**src/hw/rtl/bdq_pkg.sv**
```systemverilog
`default_nettype none

package bdq_pkg;

    localparam int FUNC_W     = 2;
    localparam int VALUE_IN_W = 32;
    localparam int STATUS_W   = 2;

    typedef enum logic [FUNC_W-1:0] {
        OP_PUSH_FRONT = 2'd0,
        OP_PUSH_BACK  = 2'd1,
        OP_POP_BACK   = 2'd2,
        OP_LOOKUP     = 2'd3
    } op_t;

    typedef enum logic [STATUS_W-1:0] {
        ST_OK    = 2'd0,
        ST_FULL  = 2'd1,
        ST_EMPTY = 2'd2
    } status_t;

endpackage

`default_nettype wire

```
**src/hw/rtl/bounded_deque_with_search.sv**
```systemverilog
`default_nettype none

// Bounded double-ended queue of DEPTH values held in a ring in one RAM. Each input
// item carries an operation in s_tuser (insert front, insert back, remove back,
// lookup) and a value in s_tdata; each yields one result item with found, entry
// count, empty flag and status. An insert or removal goes from acceptance to the done
// state, where it is written to the result register once the output register is free;
// the next item is taken after that. A lookup first walks the held entries through the
// single RAM read port, one entry per cycle, and then goes to the done state likewise.
// s_tready is high whenever no item is in work; a finished result waits in the
// output register without blocking acceptance of the next item, but that item's
// result stays in work, with s_tready low, until the output register is taken.
// Inserts into a full store and removals from an empty one leave it unchanged
// and are flagged in status.

module bounded_deque_with_search #(
    parameter int DEPTH       = 16,
    parameter int VALUE_WIDTH = 32,
    localparam int CNT_W      = $clog2(DEPTH + 1),
    localparam int OUT_BITS   = 1 + CNT_W + 1 + bdq_pkg::STATUS_W,
    localparam int OUT_W      = ((OUT_BITS + 7) / 8) * 8
) (
    input  wire logic                            aclk,
    input  wire logic                            aresetn,
    input  wire logic                            s_tvalid,
    output logic                                 s_tready,
    input  wire logic [bdq_pkg::VALUE_IN_W-1:0]  s_tdata,   // value
    input  wire logic [bdq_pkg::FUNC_W-1:0]      s_tuser,   // func
    output logic                                 m_tvalid,
    input  wire logic                            m_tready,
    output logic      [OUT_W-1:0]                m_tdata    // found, count, is_empty, status
);

    localparam int PW   = $clog2(DEPTH);
    localparam int IN_W = (VALUE_WIDTH < bdq_pkg::VALUE_IN_W) ? VALUE_WIDTH
                                                               : bdq_pkg::VALUE_IN_W;

    typedef enum logic [1:0] {
        S_IDLE,
        S_SCAN,
        S_DONE
    } state_t;

    state_t                state_reg, state_next;
    logic [PW-1:0]         front_reg, front_next;
    logic [CNT_W-1:0]      count_reg, count_next;
    logic                  found_reg, found_next;
    bdq_pkg::status_t      status_reg, status_next;
    logic [VALUE_WIDTH-1:0] key_reg, key_next;
    logic [PW-1:0]         addr_reg, addr_next;
    logic [CNT_W-1:0]      scan_reg, scan_next;
    logic                  pend_reg, pend_next;
    logic                  m_tvalid_reg, m_tvalid_next;
    logic [OUT_W-1:0]      m_tdata_reg, m_tdata_next;

    logic [VALUE_WIDTH-1:0] key_in;
    logic [VALUE_WIDTH-1:0] rd_data;
    logic [PW-1:0]          front_dec;
    logic [PW-1:0]          addr_inc;
    logic [CNT_W:0]         back_sum;
    logic [PW-1:0]          back_idx;
    logic                   full;
    logic                   empty;
    logic                   accept;
    logic                   hit;
    logic                   ram_we;
    logic [PW-1:0]          ram_waddr;
    logic                   ram_re;
    bdq_pkg::op_t           op;

    assign key_in    = VALUE_WIDTH'(s_tdata[IN_W-1:0]);
    assign op        = bdq_pkg::op_t'(s_tuser);
    assign s_tready  = aresetn && (state_reg == S_IDLE);
    assign accept    = s_tvalid && s_tready;
    assign full      = (count_reg == CNT_W'(DEPTH));
    assign empty     = (count_reg == '0);
    assign front_dec = (front_reg == '0) ? PW'(DEPTH - 1) : front_reg - 1'b1;
    assign addr_inc  = (addr_reg == PW'(DEPTH - 1)) ? '0 : addr_reg + 1'b1;
    assign back_sum  = (CNT_W + 1)'(front_reg) + (CNT_W + 1)'(count_reg);
    assign back_idx  = (back_sum >= (CNT_W + 1)'(DEPTH))
                       ? PW'(back_sum - (CNT_W + 1)'(DEPTH)) : PW'(back_sum);
    assign hit       = pend_reg && (rd_data == key_reg);

    assign ram_we    = accept && !full
                       && (op == bdq_pkg::OP_PUSH_FRONT || op == bdq_pkg::OP_PUSH_BACK);
    assign ram_waddr = (op == bdq_pkg::OP_PUSH_FRONT) ? front_dec : back_idx;
    assign ram_re    = (state_reg == S_SCAN) && (scan_reg != count_reg);

    bdq_ram #(
        .WIDTH (VALUE_WIDTH),
        .DEPTH (DEPTH)
    ) u_bdq_ram (
        .clk   (aclk),
        .we    (ram_we),
        .waddr (ram_waddr),
        .wdata (key_in),
        .re    (ram_re),
        .raddr (addr_reg),
        .rdata (rd_data)
    );

    always_comb begin
        state_next    = state_reg;
        front_next    = front_reg;
        count_next    = count_reg;
        found_next    = found_reg;
        status_next   = status_reg;
        key_next      = key_reg;
        addr_next     = addr_reg;
        scan_next     = scan_reg;
        pend_next     = pend_reg;
        m_tvalid_next = m_tvalid_reg && !m_tready;
        m_tdata_next  = m_tdata_reg;

        case (state_reg)
            S_IDLE: begin
                if (accept) begin
                    key_next    = key_in;
                    found_next  = 1'b0;
                    status_next = bdq_pkg::ST_OK;
                    state_next  = S_DONE;
                    case (op)
                        bdq_pkg::OP_PUSH_FRONT: begin
                            if (full) begin
                                status_next = bdq_pkg::ST_FULL;
                            end else begin
                                front_next = front_dec;
                                count_next = count_reg + 1'b1;
                            end
                        end
                        bdq_pkg::OP_PUSH_BACK: begin
                            if (full) begin
                                status_next = bdq_pkg::ST_FULL;
                            end else begin
                                count_next = count_reg + 1'b1;
                            end
                        end
                        bdq_pkg::OP_POP_BACK: begin
                            if (empty) begin
                                status_next = bdq_pkg::ST_EMPTY;
                            end else begin
                                count_next = count_reg - 1'b1;
                            end
                        end
                        bdq_pkg::OP_LOOKUP: begin
                            addr_next  = front_reg;
                            scan_next  = '0;
                            pend_next  = 1'b0;
                            state_next = S_SCAN;
                        end
                        default: begin
                            state_next = S_DONE;
                        end
                    endcase
                end
            end
            S_SCAN: begin
                found_next = found_reg || hit;
                if (scan_reg != count_reg) begin
                    pend_next = 1'b1;
                    scan_next = scan_reg + 1'b1;
                    addr_next = addr_inc;
                end else begin
                    pend_next  = 1'b0;
                    state_next = S_DONE;
                end
            end
            S_DONE: begin
                if (!m_tvalid_reg || m_tready) begin
                    m_tvalid_next = 1'b1;
                    m_tdata_next  = OUT_W'({status_reg, empty, count_reg, found_reg});
                    state_next    = S_IDLE;
                end
            end
            default: begin
                state_next = S_IDLE;
            end
        endcase
    end

    always_ff @(posedge aclk) begin
        if (!aresetn) begin
            state_reg    <= S_IDLE;
            front_reg    <= '0;
            count_reg    <= '0;
            found_reg    <= 1'b0;
            status_reg   <= bdq_pkg::ST_OK;
            scan_reg     <= '0;
            pend_reg     <= 1'b0;
            m_tvalid_reg <= 1'b0;
        end else begin
            state_reg    <= state_next;
            front_reg    <= front_next;
            count_reg    <= count_next;
            found_reg    <= found_next;
            status_reg   <= status_next;
            scan_reg     <= scan_next;
            pend_reg     <= pend_next;
            m_tvalid_reg <= m_tvalid_next;
        end
        key_reg     <= key_next;
        addr_reg    <= addr_next;
        m_tdata_reg <= m_tdata_next;
    end

    assign m_tvalid = m_tvalid_reg;
    assign m_tdata  = m_tdata_reg;

endmodule

`default_nettype wire

```
**src/hw/rtl/bdq_ram.sv**
```systemverilog
`default_nettype none

module bdq_ram #(
    parameter int WIDTH = 32,
    parameter int DEPTH = 16,
    localparam int AW = $clog2(DEPTH)
) (
    input  wire logic             clk,
    input  wire logic             we,
    input  wire logic [AW-1:0]    waddr,
    input  wire logic [WIDTH-1:0] wdata,
    input  wire logic             re,
    input  wire logic [AW-1:0]    raddr,
    output logic      [WIDTH-1:0] rdata
);

    logic [WIDTH-1:0] mem [DEPTH];

    always_ff @(posedge clk) begin
        if (we) begin
            mem[waddr] <= wdata;
        end
        if (re) begin
            rdata <= mem[raddr];
        end
    end

endmodule

`default_nettype wire

```
**config.mk**
```make
export PLATFORM = sky130hd
export DESIGN_NAME = bounded_deque_with_search
export DESIGN_NICKNAME = d
export VERILOG_FILES = /design/src/hw/rtl/bdq_pkg.sv /design/src/hw/rtl/bounded_deque_with_search.sv /design/src/hw/rtl/bdq_ram.sv
export SDC_FILE = /design/constraint.sdc
export NUM_CORES = 1
export LEC_CHECK = 0
export BUFFER_PORTS_ARGS = -buffer_cell sky130_fd_sc_hd__buf_2
export CAP_MARGIN = 30
export CELL_PAD_IN_SITES_DETAIL_PLACEMENT = 0
export CELL_PAD_IN_SITES_GLOBAL_PLACEMENT = 1
export CORE_MARGIN = 3
export CORE_UTILIZATION = 42
export CTS_CLUSTER_DIAMETER = 60
export DETAILED_ROUTE_END_ITERATION = 10
export GPL_ROUTABILITY_DRIVEN = 0
export PLACE_DENSITY_LB_ADDON = 0.1
export SYNTH_ARGS = -nofsm -noshare
export SYNTH_HDL_FRONTEND = slang
export SYNTH_SLANG_ARGS = --single-unit
```
**constraint.sdc**
```tcl
create_clock -name aclk -period 5.9 [get_ports aclk]
set_input_delay 1.18 -clock aclk [delete_from_list [all_inputs] [get_ports aclk]]
set_output_delay 1.18 -clock aclk [all_outputs]
set_load 0.03 [all_outputs]
```
==> summary.txt <==
Run status
  – Status: finished, final reports clean

Worst setup path
  – Critical path type: flop to flop
  – Crit Path Max Fanout: 18
  – Critical path required time: 6.14 ns
  – Worst path cell trace: ha_1 -> a21o_1 -> a21oi_1 -> xnor2_1 -> a211o_1 -> a21oi_4 -> buf_4
  – CP max stage delay: 0.68 ns
  – Slowest-stage cell, CP: a21oi_4
  – Critical path's top delay family: compound AO/OA/AOI/OAI gates
  – Crit path DAT: 3.77 ns
  – Critical path endpoint category: flop
  – Buf+Inv Stages, Crit Path: 1
  – Critical path startpoint category: flop

Drt
  – DRC: 0
  – Routed WL: 52000 µm
  – Via/cell ratio: 5.43
  – DRT antenna net count: 0
  – Initial drt markers: 955
  – Pre-antenna DRT Iters: 6
  – Vias: 10487
  – Per-cell routed wire length: 26.9 µm

Clock network
  – Max clock buf depth: 3
  – CTS Hold Bufs: 0
  – Clock Latency Late Sink: 0.59 ns
  – TritonCTS clock tree: built
  – H-tree Lvls: 3
  – CTS root buffer: clkbuf_16
  – CTS Buf Count: 66
  – Post-CTS sizing: 0
  – TritonCTS Sinks: 610
  – Clock transition at path regs: 0.06 ns
  – Setup Fix Bufs, Post-CTS: 0

Pwr
  – Total power: 9.23 mW
  – Leakage: 8.50 nW
  – VDD IR-drop max: 0.227 mV
  – PD cells: 342 mW/mm²

Die
  – Die width: 243 µm
  – Die H: 243 µm
  – FP Rows: 86
  – Top Ports: 56
  – Die Area: 0.0589 mm²
  – Initial Utilization: 42.5%
  – Core area: 0.0553 mm²

Logic synthesis
  – EDFF count, synth: 589
  – Total of warnings raised by yosys: 0
  – Mapped Area: 0.0235 mm²
  – Top-area cell type share of the netlist area: 75.2%
  – Top-count cell post-synth: edfxtp_1
  – Syn Inst Count: 1035
  – Sequential-to-total area share from yosys stat: 77.0%
  – Distinct cells, synth: 54
  – Mean Syn Cell Area: 22.7 µm²
  – Largest cells by area after synthesis: edfxtp_1, mux4_2, dfxtp_1
  – Post-synth top cells: edfxtp_1, mux4_2, xnor2_1, dfxtp_1, clkbuf_1
  – #FFs+latches synth: 610
  – Most used DFF post-synth: edfxtp_1
  – Async SR Flop Fraction: 0%
  – Synth area leader: edfxtp_1

Timing
  – Final hold slack: 0.498 ns
  – Unrepaired setup endpoints after global routing: false
  – Fin. max-slew vios: 0
  – Final Hold Vio Count: 0
  – Worst setup margin: 2.36 ns
  – Clock skew: 0.0282 ns
  – Slew headroom: 35.6%
  – Peak Freq: 283 MHz
  – Final Cycle Share: 60.0%
  – Fin Setup TNS: 0 ns
  – Worst Tran Pin Value: 0.965 ns
  – Min cycle time layout: 3.54 ns
  – Final setup vio count: 0

Cells and area
  – Fillers: 4554
  – Layout cells sized above 1: 29.9%
  – Antenna Cells: 0
  – Area of the multi-input gates: 0.00524 mm²
  – Area Overhead vs Synth: 14.6%
  – Finished Layout Cells: 1931
  – Max reg flops: 512
  – Fin area: 0.0270 mm²
  – FF/Latch Area: 0.0181 mm²
  – Fin nets: 1184
  – Core Util, Final: 48.8%

Place
  – # placed instances: 1815
  – Pre-CTS setup slack: 1.73 ns
  – Placement-stage cell area: 0.0249 mm²
  – IO buf count: 48
  – Hpwl dp: 29200 µm

Global route
  – Number of global-route vias before repair: 11057
  – Grt total ovfl: 0
  – Largest net degree at the start of global routing: 132
  – Antenna violations before repair: 1
  – First-pass GRT wire length: 77300 µm
  – Total track usage: 18.1%

Hold path
  – HP Class: flop to flop

Flow run
  – Max Cap Violations: 0
placed cells by master (no fill, tap or decap), drive strengths merged, types with 6 or more instances in the layout:
| master | instances |
|---|---|
| clkinv | 18 |
| nor2b | 8 |
| dfxtp | 21 |
| nor4 | 6 |
| nand3 | 9 |
| mux4 | 160 |
| inv | 12 |
| ha | 9 |
| nand4 | 7 |
| o21ai | 8 |
| edfxtp | 589 |
| xnor2 | 31 |
| nand2 | 13 |
| a21oi | 18 |
| conb | 7 |
| buf | 79 |
| bufinv | 6 |
| nor2 | 13 |
| nor3 | 11 |
| clkbuf | 87 |
| xor2 | 16 |
power by group:
group	leakage [nW]	internal, mW	switching, mW
clock	1.01	2.40	1.63
sequential	5.48	4.80	0.0228
combinational	2.01	0.136	0.234
total	8.50	7.34	1.89
per-layer routing:
layer	GRT usage, %	part of all wire (%)
met1	25.3	44
met2	29.8	50
met3	3.21	3.7
met4	4.34	2.0
met5	0	0
layout make-up:
type / instances / area share, %
clock buffer: 87 / 6.65
clock inverter: 29 / 1.13
inverter: 10 / 0.139
multi-input combinational: 368 / 19.4
sequential: 610 / 67.1
tap: 748 / 3.47
timing repair buffer: 79 / 2.04
worst paths after layout:
path              depth (start not counted)           from                   end  slack (ns)
setup / recovery                          7   count_reg[1]  u_bdq_ram.mem[2][19]        2.36
hold / removal                            0  status_reg[0]            m_tdata[7]        0.50
setup reg to reg                          7   count_reg[1]  u_bdq_ram.mem[2][19]        2.36
hold reg to reg                           0  status_reg[0]            m_tdata[7]        0.50
logic make-up after synthesis:
| logic type | synth area share, % |
|---|---|
| flops | 77.0 |
| mux | 15.5 |
| simple gates | 2.08 |
| buf+inv | 1.48 |
| compound gates | 1.53 |
| xor+xnor | 1.75 |
| fa+ha+maj | 0.649 |
| other cells | 0.0159 |
(Power assumes the default switching activity.)
